--- src/rtl/core/rrss_pkg.sv ---
`timescale 1ns / 1ps

package rrss_pkg;

    // Corner radius width, and the width of the square-root argument r*r - dy*dy.
    localparam int R_W         = 14;
    localparam int SQ_ARG_W    = 2 * R_W;
    localparam int SQ_ROOT_W   = R_W;
    localparam int SQ_REM_W    = SQ_ROOT_W + 2;
    localparam int SQ_STEPS    = 2;
    localparam int SQ_STAGES   = SQ_ROOT_W / SQ_STEPS;

    // Fixed field widths of the register file and the result.
    localparam int SIZE_W      = 15;
    localparam int START_W     = 15;
    localparam int CFG_IDX_W   = 3;

    typedef enum logic [CFG_IDX_W-1:0] {
        CFG_RECT_LEFT,
        CFG_RECT_TOP,
        CFG_RECT_WIDTH,
        CFG_RECT_HEIGHT,
        CFG_CORNER_RADIUS,
        CFG_DISPLAY_WIDTH
    } t_cfg_idx;

    // Per-item control that rides along the square-root pipeline.
    typedef struct packed {
        logic keep;   // row is inside the box and the box is not right of the display
        logic band;   // row lies in a rounded corner band
    } t_side;

endpackage

--- src/rtl/core/rrss_front.sv ---
`timescale 1ns / 1ps

module rrss_front #(
    parameter int COORD_BITS = 16
) (
    input  logic                              i_clk,
    input  logic                              i_rst_n,
    input  logic                              i_adv,
    input  logic signed [COORD_BITS-1:0]      i_rect_left,
    input  logic signed [COORD_BITS-1:0]      i_rect_top,
    input  logic [rrss_pkg::SIZE_W-1:0]       i_rect_height,
    input  logic [rrss_pkg::R_W-1:0]          i_radius,
    input  logic [rrss_pkg::SIZE_W-1:0]       i_display_width,
    input  logic                              i_vld,
    input  logic signed [COORD_BITS-1:0]      i_scanline,
    output logic                              o_vld,
    output rrss_pkg::t_side                   o_side,
    output logic [rrss_pkg::SQ_ARG_W-1:0]     o_arg
);
    import rrss_pkg::*;

    localparam int CW = ((COORD_BITS > 16) ? COORD_BITS : 16) + 2;

    logic signed [CW-1:0] y_x, top_x, left_x, h_x, r_x, dw_x;
    logic signed [CW-1:0] bottom_x, dyb_x, dyt_x;
    logic                 keep_c, band_b, band_t;

    logic [3:0]           r_vld;
    t_side                r_side [4];
    logic signed [R_W:0]  r1_dy;
    logic [R_W-1:0]       r2_dya;
    logic [SQ_ARG_W-1:0]  r3_dd, r3_rr, r4_arg;

    assign y_x    = {{(CW-COORD_BITS){i_scanline[COORD_BITS-1]}}, i_scanline};
    assign top_x  = {{(CW-COORD_BITS){i_rect_top[COORD_BITS-1]}}, i_rect_top};
    assign left_x = {{(CW-COORD_BITS){i_rect_left[COORD_BITS-1]}}, i_rect_left};
    assign h_x    = {{(CW-SIZE_W){1'b0}}, i_rect_height};
    assign r_x    = {{(CW-R_W){1'b0}}, i_radius};
    assign dw_x   = {{(CW-SIZE_W){1'b0}}, i_display_width};

    // Bottom band is checked first; its dy runs from 0 up, the top band's is negative.
    assign bottom_x = top_x + h_x;
    assign dyb_x    = y_x - bottom_x + r_x;
    assign dyt_x    = y_x - top_x - r_x;
    assign keep_c   = (y_x >= top_x) && (y_x < bottom_x) && !(left_x > dw_x);
    assign band_b   = !dyb_x[CW-1];
    assign band_t   = dyt_x[CW-1];

    always_ff @(posedge i_clk) begin
        if (!i_rst_n) begin
            r_vld <= '0;
        end else if (i_adv) begin
            r_vld <= {r_vld[2:0], i_vld};
        end
    end

    always_ff @(posedge i_clk) begin
        if (i_adv) begin
            r_side[0].keep <= keep_c;
            r_side[0].band <= keep_c && (band_b || band_t);
            r1_dy          <= band_b ? dyb_x[R_W:0] : dyt_x[R_W:0];
            r_side[1]      <= r_side[0];
            r2_dya         <= r1_dy[R_W] ? R_W'(-r1_dy) : r1_dy[R_W-1:0];
            r_side[2]      <= r_side[1];
            r3_dd          <= SQ_ARG_W'(r2_dya) * SQ_ARG_W'(r2_dya);
            r3_rr          <= SQ_ARG_W'(i_radius) * SQ_ARG_W'(i_radius);
            r_side[3]      <= r_side[2];
            r4_arg         <= r3_rr - r3_dd;
        end
    end

    assign o_vld  = r_vld[3];
    assign o_side = r_side[3];
    assign o_arg  = r4_arg;

endmodule

--- src/rtl/core/rrss_isqrt.sv ---
`timescale 1ns / 1ps

module rrss_isqrt (
    input  logic                              i_clk,
    input  logic                              i_rst_n,
    input  logic                              i_adv,
    input  logic                              i_vld,
    input  rrss_pkg::t_side                   i_side,
    input  logic [rrss_pkg::SQ_ARG_W-1:0]     i_arg,
    output logic                              o_vld,
    output rrss_pkg::t_side                   o_side,
    output logic [rrss_pkg::SQ_ROOT_W-1:0]    o_root
);
    import rrss_pkg::*;

    logic [SQ_STAGES-1:0]  r_vld;
    t_side                 r_side [SQ_STAGES];
    logic [SQ_REM_W-1:0]   r_rem  [SQ_STAGES];
    logic [SQ_ROOT_W-1:0]  r_root [SQ_STAGES];
    logic [SQ_ARG_W-1:0]   r_arg  [SQ_STAGES];
    logic [SQ_REM_W-1:0]   n_rem  [SQ_STAGES];
    logic [SQ_ROOT_W-1:0]  n_root [SQ_STAGES];
    logic [SQ_ARG_W-1:0]   n_arg  [SQ_STAGES];

    // Restoring digit-by-digit root: two result bits per stage.
    always_comb begin
        logic [SQ_REM_W-1:0]   rem;
        logic [SQ_ROOT_W-1:0]  root;
        logic [SQ_ARG_W-1:0]   arg;
        logic [SQ_REM_W+1:0]   t;
        logic [SQ_REM_W+1:0]   trial;
        for (int k = 0; k < SQ_STAGES; k++) begin
            if (k == 0) begin
                rem  = '0;
                root = '0;
                arg  = i_arg;
            end else begin
                rem  = r_rem[k-1];
                root = r_root[k-1];
                arg  = r_arg[k-1];
            end
            for (int j = 0; j < SQ_STEPS; j++) begin
                t     = {rem, arg[SQ_ARG_W-1 -: 2]};
                arg   = arg << 2;
                trial = {2'b00, root, 2'b01};
                if (t >= trial) begin
                    rem  = SQ_REM_W'(t - trial);
                    root = {root[SQ_ROOT_W-2:0], 1'b1};
                end else begin
                    rem  = SQ_REM_W'(t);
                    root = {root[SQ_ROOT_W-2:0], 1'b0};
                end
            end
            n_rem[k]  = rem;
            n_root[k] = root;
            n_arg[k]  = arg;
        end
    end

    always_ff @(posedge i_clk) begin
        if (!i_rst_n) begin
            r_vld <= '0;
        end else if (i_adv) begin
            r_vld <= {r_vld[SQ_STAGES-2:0], i_vld};
        end
    end

    always_ff @(posedge i_clk) begin
        if (i_adv) begin
            for (int k = 0; k < SQ_STAGES; k++) begin
                r_rem[k]  <= n_rem[k];
                r_root[k] <= n_root[k];
                r_arg[k]  <= n_arg[k];
                r_side[k] <= (k == 0) ? i_side : r_side[k-1];
            end
        end
    end

    assign o_vld  = r_vld[SQ_STAGES-1];
    assign o_side = r_side[SQ_STAGES-1];
    assign o_root = r_root[SQ_STAGES-1];

endmodule

--- src/rtl/core/rrss_back.sv ---
`timescale 1ns / 1ps

module rrss_back #(
    parameter int COORD_BITS = 16
) (
    input  logic                              i_clk,
    input  logic                              i_rst_n,
    input  logic                              i_adv,
    input  logic signed [COORD_BITS-1:0]      i_rect_left,
    input  logic [rrss_pkg::SIZE_W-1:0]       i_rect_width,
    input  logic [rrss_pkg::R_W-1:0]          i_radius,
    input  logic [rrss_pkg::SIZE_W-1:0]       i_display_width,
    input  logic                              i_vld,
    input  rrss_pkg::t_side                   i_side,
    input  logic [rrss_pkg::SQ_ROOT_W-1:0]    i_root,
    output logic                              o_vld,
    output logic                              o_span_valid,
    output logic [rrss_pkg::START_W-1:0]      o_span_start,
    output logic signed [COORD_BITS-1:0]      o_span_end
);
    import rrss_pkg::*;

    localparam int CW = ((COORD_BITS > 16) ? COORD_BITS : 16) + 2;

    logic signed [CW-1:0]  left_x, w_x, off_x, dw_x;
    logic signed [CW-1:0]  s_c, e_c;
    logic                  ok_c;
    logic [R_W-1:0]        off;

    logic                  r_vld_a, r_keep_a, r_vld_b;
    logic signed [CW-1:0]  r_s_a, r_e_a;
    logic                  r_ok;
    logic [START_W-1:0]    r_start;
    logic signed [COORD_BITS-1:0] r_end;

    // Inside a band the root never exceeds the radius, so the pull-in is non-negative.
    assign off    = i_side.band ? (i_radius - i_root) : '0;
    assign left_x = {{(CW-COORD_BITS){i_rect_left[COORD_BITS-1]}}, i_rect_left};
    assign w_x    = {{(CW-SIZE_W){1'b0}}, i_rect_width};
    assign off_x  = {{(CW-R_W){1'b0}}, off};
    assign dw_x   = {{(CW-SIZE_W){1'b0}}, i_display_width};

    assign s_c  = r_s_a[CW-1] ? '0 : r_s_a;
    assign e_c  = (r_e_a > dw_x) ? (dw_x - CW'(1)) : r_e_a;
    assign ok_c = r_keep_a && (e_c > 0) && !(e_c < s_c);

    always_ff @(posedge i_clk) begin
        if (!i_rst_n) begin
            r_vld_a <= 1'b0;
            r_vld_b <= 1'b0;
        end else if (i_adv) begin
            r_vld_a <= i_vld;
            r_vld_b <= r_vld_a;
        end
    end

    always_ff @(posedge i_clk) begin
        if (i_adv) begin
            r_keep_a <= i_side.keep;
            r_s_a    <= left_x + off_x;
            r_e_a    <= left_x + w_x - off_x;
            r_ok     <= ok_c;
            r_start  <= ok_c ? s_c[START_W-1:0] : '0;
            r_end    <= ok_c ? e_c[COORD_BITS-1:0] : '0;
        end
    end

    assign o_vld        = r_vld_b;
    assign o_span_valid = r_ok;
    assign o_span_start = r_start;
    assign o_span_end   = r_end;

endmodule

--- src/rtl/core/rounded_rect_scanline_span_top.sv ---
`timescale 1ns / 1ps

// Channel      Direction  Handshake                      Payload
// s_axis       in         s_axis_tvalid / s_axis_tready  tdata: scanline
// m_axis       out        m_axis_tvalid / m_axis_tready  tdata: span_start, span_end;
//                                                        tuser: span_valid
// i_cfg        in         i_cfg_wr_en (no wait)          i_cfg_addr, i_cfg_wdata
//
// The block takes one scanline request per clock unless m_axis stalls, and returns
// one span per request. The pipe has four front stages (range and band test, |dy|,
// squares, difference), seven square-root stages at two root bits each, and two back
// stages (pull-in and clipping), the last of which is the output register.
// Reset is synchronous and active low; it clears every stage valid bit and sets the
// registers to their reset values (display width 320, the rest zero).
// The whole pipe advances when the output register is empty or being taken, so a
// stall on m_axis freezes every stage and back-pressures s_axis in the same cycle.
// Registers are meant to be written only while no request is in flight.

module rounded_rect_scanline_span_top #(
    parameter  int COORD_BITS  = 16,
    localparam int CFG_W       = (COORD_BITS > 15) ? COORD_BITS : 15,
    localparam int IN_TDATA_W  = ((COORD_BITS + 7) / 8) * 8,
    localparam int OUT_TDATA_W = ((rrss_pkg::START_W + COORD_BITS + 7) / 8) * 8
) (
    input  logic                              i_clk,
    input  logic                              i_rst_n,
    // Configuration write port.
    input  logic                              i_cfg_wr_en,
    input  logic [rrss_pkg::CFG_IDX_W-1:0]    i_cfg_addr,
    input  logic [CFG_W-1:0]                  i_cfg_wdata,
    // Scanline requests.
    input  logic                              s_axis_tvalid,
    output logic                              s_axis_tready,
    input  logic [IN_TDATA_W-1:0]             s_axis_tdata,   // scanline
    // Span results.
    output logic                              m_axis_tvalid,
    input  logic                              m_axis_tready,
    output logic [OUT_TDATA_W-1:0]            m_axis_tdata,   // span_start, span_end
    output logic                              m_axis_tuser    // span_valid
);
    import rrss_pkg::*;

    logic signed [COORD_BITS-1:0] r_rect_left, r_rect_top;
    logic [SIZE_W-1:0]            r_rect_width, r_rect_height, r_display_width;
    logic [R_W-1:0]               r_corner_radius;

    logic                         adv;
    logic                         f_vld, q_vld, b_vld;
    t_side                        f_side, q_side;
    logic [SQ_ARG_W-1:0]          f_arg;
    logic [SQ_ROOT_W-1:0]         q_root;
    logic                         span_valid;
    logic [START_W-1:0]           span_start;
    logic signed [COORD_BITS-1:0] span_end;

    // Register file. Writes to unused indexes are dropped.
    always_ff @(posedge i_clk) begin
        if (!i_rst_n) begin
            r_rect_left     <= '0;
            r_rect_top      <= '0;
            r_rect_width    <= '0;
            r_rect_height   <= '0;
            r_corner_radius <= '0;
            r_display_width <= SIZE_W'(320);
        end else if (i_cfg_wr_en) begin
            case (t_cfg_idx'(i_cfg_addr))
                CFG_RECT_LEFT:     r_rect_left     <= i_cfg_wdata[COORD_BITS-1:0];
                CFG_RECT_TOP:      r_rect_top      <= i_cfg_wdata[COORD_BITS-1:0];
                CFG_RECT_WIDTH:    r_rect_width    <= i_cfg_wdata[SIZE_W-1:0];
                CFG_RECT_HEIGHT:   r_rect_height   <= i_cfg_wdata[SIZE_W-1:0];
                CFG_CORNER_RADIUS: r_corner_radius <= i_cfg_wdata[R_W-1:0];
                CFG_DISPLAY_WIDTH: r_display_width <= i_cfg_wdata[SIZE_W-1:0];
                default: begin
                end
            endcase
        end
    end

    // One enable for the whole pipe: it moves whenever the output slot is free or drains.
    assign adv           = !b_vld || m_axis_tready;
    assign s_axis_tready = adv;

    rrss_front #(
        .COORD_BITS (COORD_BITS)
    ) u_front (
        .i_clk           (i_clk),
        .i_rst_n         (i_rst_n),
        .i_adv           (adv),
        .i_rect_left     (r_rect_left),
        .i_rect_top      (r_rect_top),
        .i_rect_height   (r_rect_height),
        .i_radius        (r_corner_radius),
        .i_display_width (r_display_width),
        .i_vld           (s_axis_tvalid),
        .i_scanline      (s_axis_tdata[COORD_BITS-1:0]),
        .o_vld           (f_vld),
        .o_side          (f_side),
        .o_arg           (f_arg)
    );

    rrss_isqrt u_isqrt (
        .i_clk   (i_clk),
        .i_rst_n (i_rst_n),
        .i_adv   (adv),
        .i_vld   (f_vld),
        .i_side  (f_side),
        .i_arg   (f_arg),
        .o_vld   (q_vld),
        .o_side  (q_side),
        .o_root  (q_root)
    );

    rrss_back #(
        .COORD_BITS (COORD_BITS)
    ) u_back (
        .i_clk           (i_clk),
        .i_rst_n         (i_rst_n),
        .i_adv           (adv),
        .i_rect_left     (r_rect_left),
        .i_rect_width    (r_rect_width),
        .i_radius        (r_corner_radius),
        .i_display_width (r_display_width),
        .i_vld           (q_vld),
        .i_side          (q_side),
        .i_root          (q_root),
        .o_vld           (b_vld),
        .o_span_valid    (span_valid),
        .o_span_start    (span_start),
        .o_span_end      (span_end)
    );

    assign m_axis_tvalid = b_vld;
    assign m_axis_tuser  = span_valid;
    assign m_axis_tdata  = {{(OUT_TDATA_W-START_W-COORD_BITS){1'b0}}, span_end, span_start};

    // A row without a span carries all-zero coordinates.
    a_empty_zero: assert property (@(posedge i_clk) disable iff (!i_rst_n)
        m_axis_tvalid && !m_axis_tuser |-> m_axis_tdata == '0)
        else $error("empty span with nonzero coordinates");

    // Reset flushes the pipe: nothing is presented right after it.
    a_reset_flush: assert property (@(posedge i_clk)
        !i_rst_n |=> !m_axis_tvalid)
        else $error("result presented right after reset");

    // Input back-pressure only comes from a result held at the output.
    a_stall_cause: assert property (@(posedge i_clk) disable iff (!i_rst_n)
        !s_axis_tready |-> m_axis_tvalid && !m_axis_tready)
        else $error("input stalled without a blocked result");

endmodule
--- config.mk ---
export PLATFORM = sky130hd
export DESIGN_NAME = rounded_rect_scanline_span_top
export DESIGN_NICKNAME = d
export VERILOG_FILES = /design/src/rtl/core/rrss_pkg.sv /design/src/rtl/core/rrss_front.sv /design/src/rtl/core/rrss_isqrt.sv /design/src/rtl/core/rrss_back.sv /design/src/rtl/core/rounded_rect_scanline_span_top.sv
export SDC_FILE = /design/constraint.sdc
export NUM_CORES = 2
export LEC_CHECK = 0
export ABC_CLOCK_PERIOD_IN_PS = 36200
export BUFFER_PORTS_ARGS = -buffer_cell sky130_fd_sc_hd__buf_2
export CAP_MARGIN = 15
export CORE_ASPECT_RATIO = 1.25
export CORE_MARGIN = 4
export CORE_UTILIZATION = 62
export CTS_CLUSTER_DIAMETER = 80
export DETAILED_ROUTE_END_ITERATION = 16
export PLACE_DENSITY = 0.82
export SETUP_SLACK_MARGIN = 0.4
export SLEW_MARGIN = 5
export SYNTH_ARGS = -nofsm -noshare
export SYNTH_HDL_FRONTEND = slang
export SYNTH_SLANG_ARGS = --single-unit
--- constraint.sdc ---
create_clock -name i_clk -period 36.2 [get_ports i_clk]
set_clock_uncertainty 0.15 [all_clocks]
set_input_delay 7.24 -clock i_clk [delete_from_list [all_inputs] [get_ports i_clk]]
set_output_delay 7.24 -clock i_clk [all_outputs]
set_load 0.005 [all_outputs]
==> results.py <==
metrics = {
    "run_status": {
        "outcome": "complete, no violations",
    },
    "global_routing": {
        "grt_max_degree": 168,
        "overflow": 0,
        "use_met1": 0.319,
        "antenna_found_initial": 1,
        "use_met2": 0.462,
        "grt_pass1_vias": 33100,
        "track_usage": 0.261,
        "grt_util_met3": 0.0318,
        "grt_pass1_wl_um": 161000,
        "grt_busiest_layer": "met2",
    },
    "floorplan": {
        "start_util": 0.627,
        "die_h_um": 307,
        "dieArea_sq_um": 76000,
        "ios": 75,
        "row_count": 109,
        "core_sq_um": 70900,
        "die_w_um": 247,
    },
    "layout": {
        "n_antenna_cell": 0,
        "final_nets": 5438,
        "drive_gt1_frac": 0.0548,
        "syn_to_final_growth_pct": 7.32,
        "fin_cells": 5629,
        "final_cell_area_sq_um": 47700,
    },
    "setup_path": {
        "startpoint_type": "primary input",
        "cp_data_required_time_ps": 28810,
        "cpMaxStageDelayCell": "inv_8",
        "path_common_cell": "buf_2",
        "cp_num_buf_inv": 4,
        "critPathMaxFanout": 55,
        "setup.worst_path.end_class": "primary output",
        "worst-r2r-setup-slack_ps": 28380,
        "worstPathArrival_ps": 8150,
        "slowest_delay_ps": 340,
        "path_class": "in -> out",
        "path_cells": "buf_2 -> nor2b_1 -> buf_4 -> inv_8 -> buf_2",
        "critPathTopFamily": "buffers and inverters",
    },
    "clock_tree": {
        "clk_pin_slew_worst_paths_ps": 60,
        "h-tree-depth": 2,
        "cts_buffer_depth": 3,
        "cts_buffers": 55,
        "cts_root_buf": "clkbuf_16",
        "clock_latency_ps": 630,
        "cts_resized": 0,
        "postCtsHoldBufs": 0,
        "cts_tree": "yes",
        "postCtsSetupRepairBufs": 0,
        "cts.sinks": 534,
    },
    "logic_synthesis": {
        "syn_area_sq_um": 44400,
        "avgSynthCellArea_sq_um": 9.67,
        "yosysWarningCount": 0,
        "synth_cell_types": 93,
        "yosysTopAreaCell": "edfxtp_1",
        "synthTopCellsByArea": "edfxtp_1 (29%), ha_1 (14%), fa_1 (11%), inv_1 (5.2%), dfxtp_1 (4.7%)",
        "synth_seq_cells": 534,
        "synth_ff_type": "edfxtp_1",
        "yosysMostFrequentCell": "inv_1",
        "synthTopCellsByCount": "inv_1 (614), nand2_1 (536), ha_1 (508)",
        "netlist_instances": 4597,
        "ys_seq_area_frac": 0.337,
        "synth_enable_flop_cells": 430,
        "yosysTopAreaCellShare": 0.291,
        "synthArstFlopShare": 0,
    },
    "placement": {
        "place.gp.congestion": 0.931,
        "place_area_sq_um": 45700,
        "port_buffers": 73,
        "dp_cells": 5525,
        "hpwl_um": 76100,
    },
    "timing": {
        "maxSlewViolCount": 0,
        "slew_headroom": 0.260,
        "period_share": 0.429,
        "period_minus_slack_ps": 15540,
        "rsz0062_at_grt": "no",
        "fin_setup_tns_ps": 0,
        "max_freq_mhz": 64.3,
        "tightest_slew_ps": 1110,
        "setup_violations": 0,
        "finalHoldViolCount": 0,
    },
    "detailed_routing": {
        "vias_per_cell": 5.85,
        "drc": 0,
        "first_iter_violations": 2426,
        "wire_per_inst_um": 17.7,
        "detail-route-antenna-nets": 0,
        "wirelength_um": 99400,
        "vias": 32900,
        "drt_pass1_iterations": 6,
    },
    "flow_run": {
        "maxCapViolations": 0,
    },
    "min_path": {
        "hold_path_class": "reg -> reg",
    },
}
[state kept, by name, indices dropped and copies added (netlist names), 17 cells and up]
| signal | cells |
|---|---|
| u_back.r_e_a | 18 |
| u_back.r_s_a | 17 |
| u_front.o_arg | 28 |
| u_front.r3_dd | 27 |
| u_front.r3_rr | 27 |
| u_isqrt.r_arg | 84 |
| u_isqrt.r_rem | 89 |
| u_isqrt.r_root | 56 |
[per-layer routing]
| layer | share of wire | routed length [um] |
|---|---|---|
| met1 | 0.39 | 39200 |
| met2 | 0.50 | 49900 |
| met3 | 0.055 | 5510 |
| met4 | 0.048 | 4790 |
| met5 | 0.00039 | 39 |
[stage by stage]
stage	worst slack [ps]	utilization	hold WS, ps
detailed placement	20650	0.645	255
finish	20660	0.672	247
global route	20590	0.672	263
global placement	20660	0.645	250
CTS	20650	0.672	246
floorplan	9580	-	250
[path summary, 6_finish.rpt]
| path | end | from | cells after the start |
|---|---|---|---|
| min reg2reg | u_isqrt.r_arg[1][17] | u_isqrt.r_arg[0][13] | 0 |
| max | s_axis_tready | m_axis_tready | 5 |
| max reg2reg | u_front.r3_rr[26] | r_corner_radius[7] | 20 |
| min | u_isqrt.r_arg[1][17] | u_isqrt.r_arg[0][13] | 0 |
[cell families after synthesis]
group	count (synthesis)	share of synthesized area
fa+ha+maj	759	0.256
compound gates	859	0.128
other cells	2	0.000169
simple gates	1350	0.142
mux	33	0.00817
flops	534	0.337
buf+inv	723	0.0615
xor+xnor	337	0.0664
[cell usage in the layout, fill, tap and decap left out, types with 33 or more instances in the layout]
master / instances
a21boi_0: 117
a21o_1: 89
a21oi_1: 221
and2_1: 43
buf_2: 73
clkbuf_16: 58
dfxtp_1: 104
edfxtp_1: 430
fa_1: 251
ha_1: 508
inv_1: 613
nand2_1: 536
nand2b_1: 56
nand3_1: 75
nand4_1: 49
nor2_1: 284
nor2b_1: 58
nor3_1: 92
o21a_1: 49
o21ai_0: 151
or3_1: 33
xnor2_1: 227
xor2_1: 109
[cell type report]
type	instances	area, sq um
repair buffers	88	490
well taps	943	1180
flip-flops and latches	534	15000
inverters	618	2330
multi-input cells	3342	26700
fillers	5266	23200
clock inverters	42	499
clock buffers	62	1480
Power is left out: the tool's default activity adds up to more than one toggle a clock period on the data nets, which glitch-free logic cannot reach.
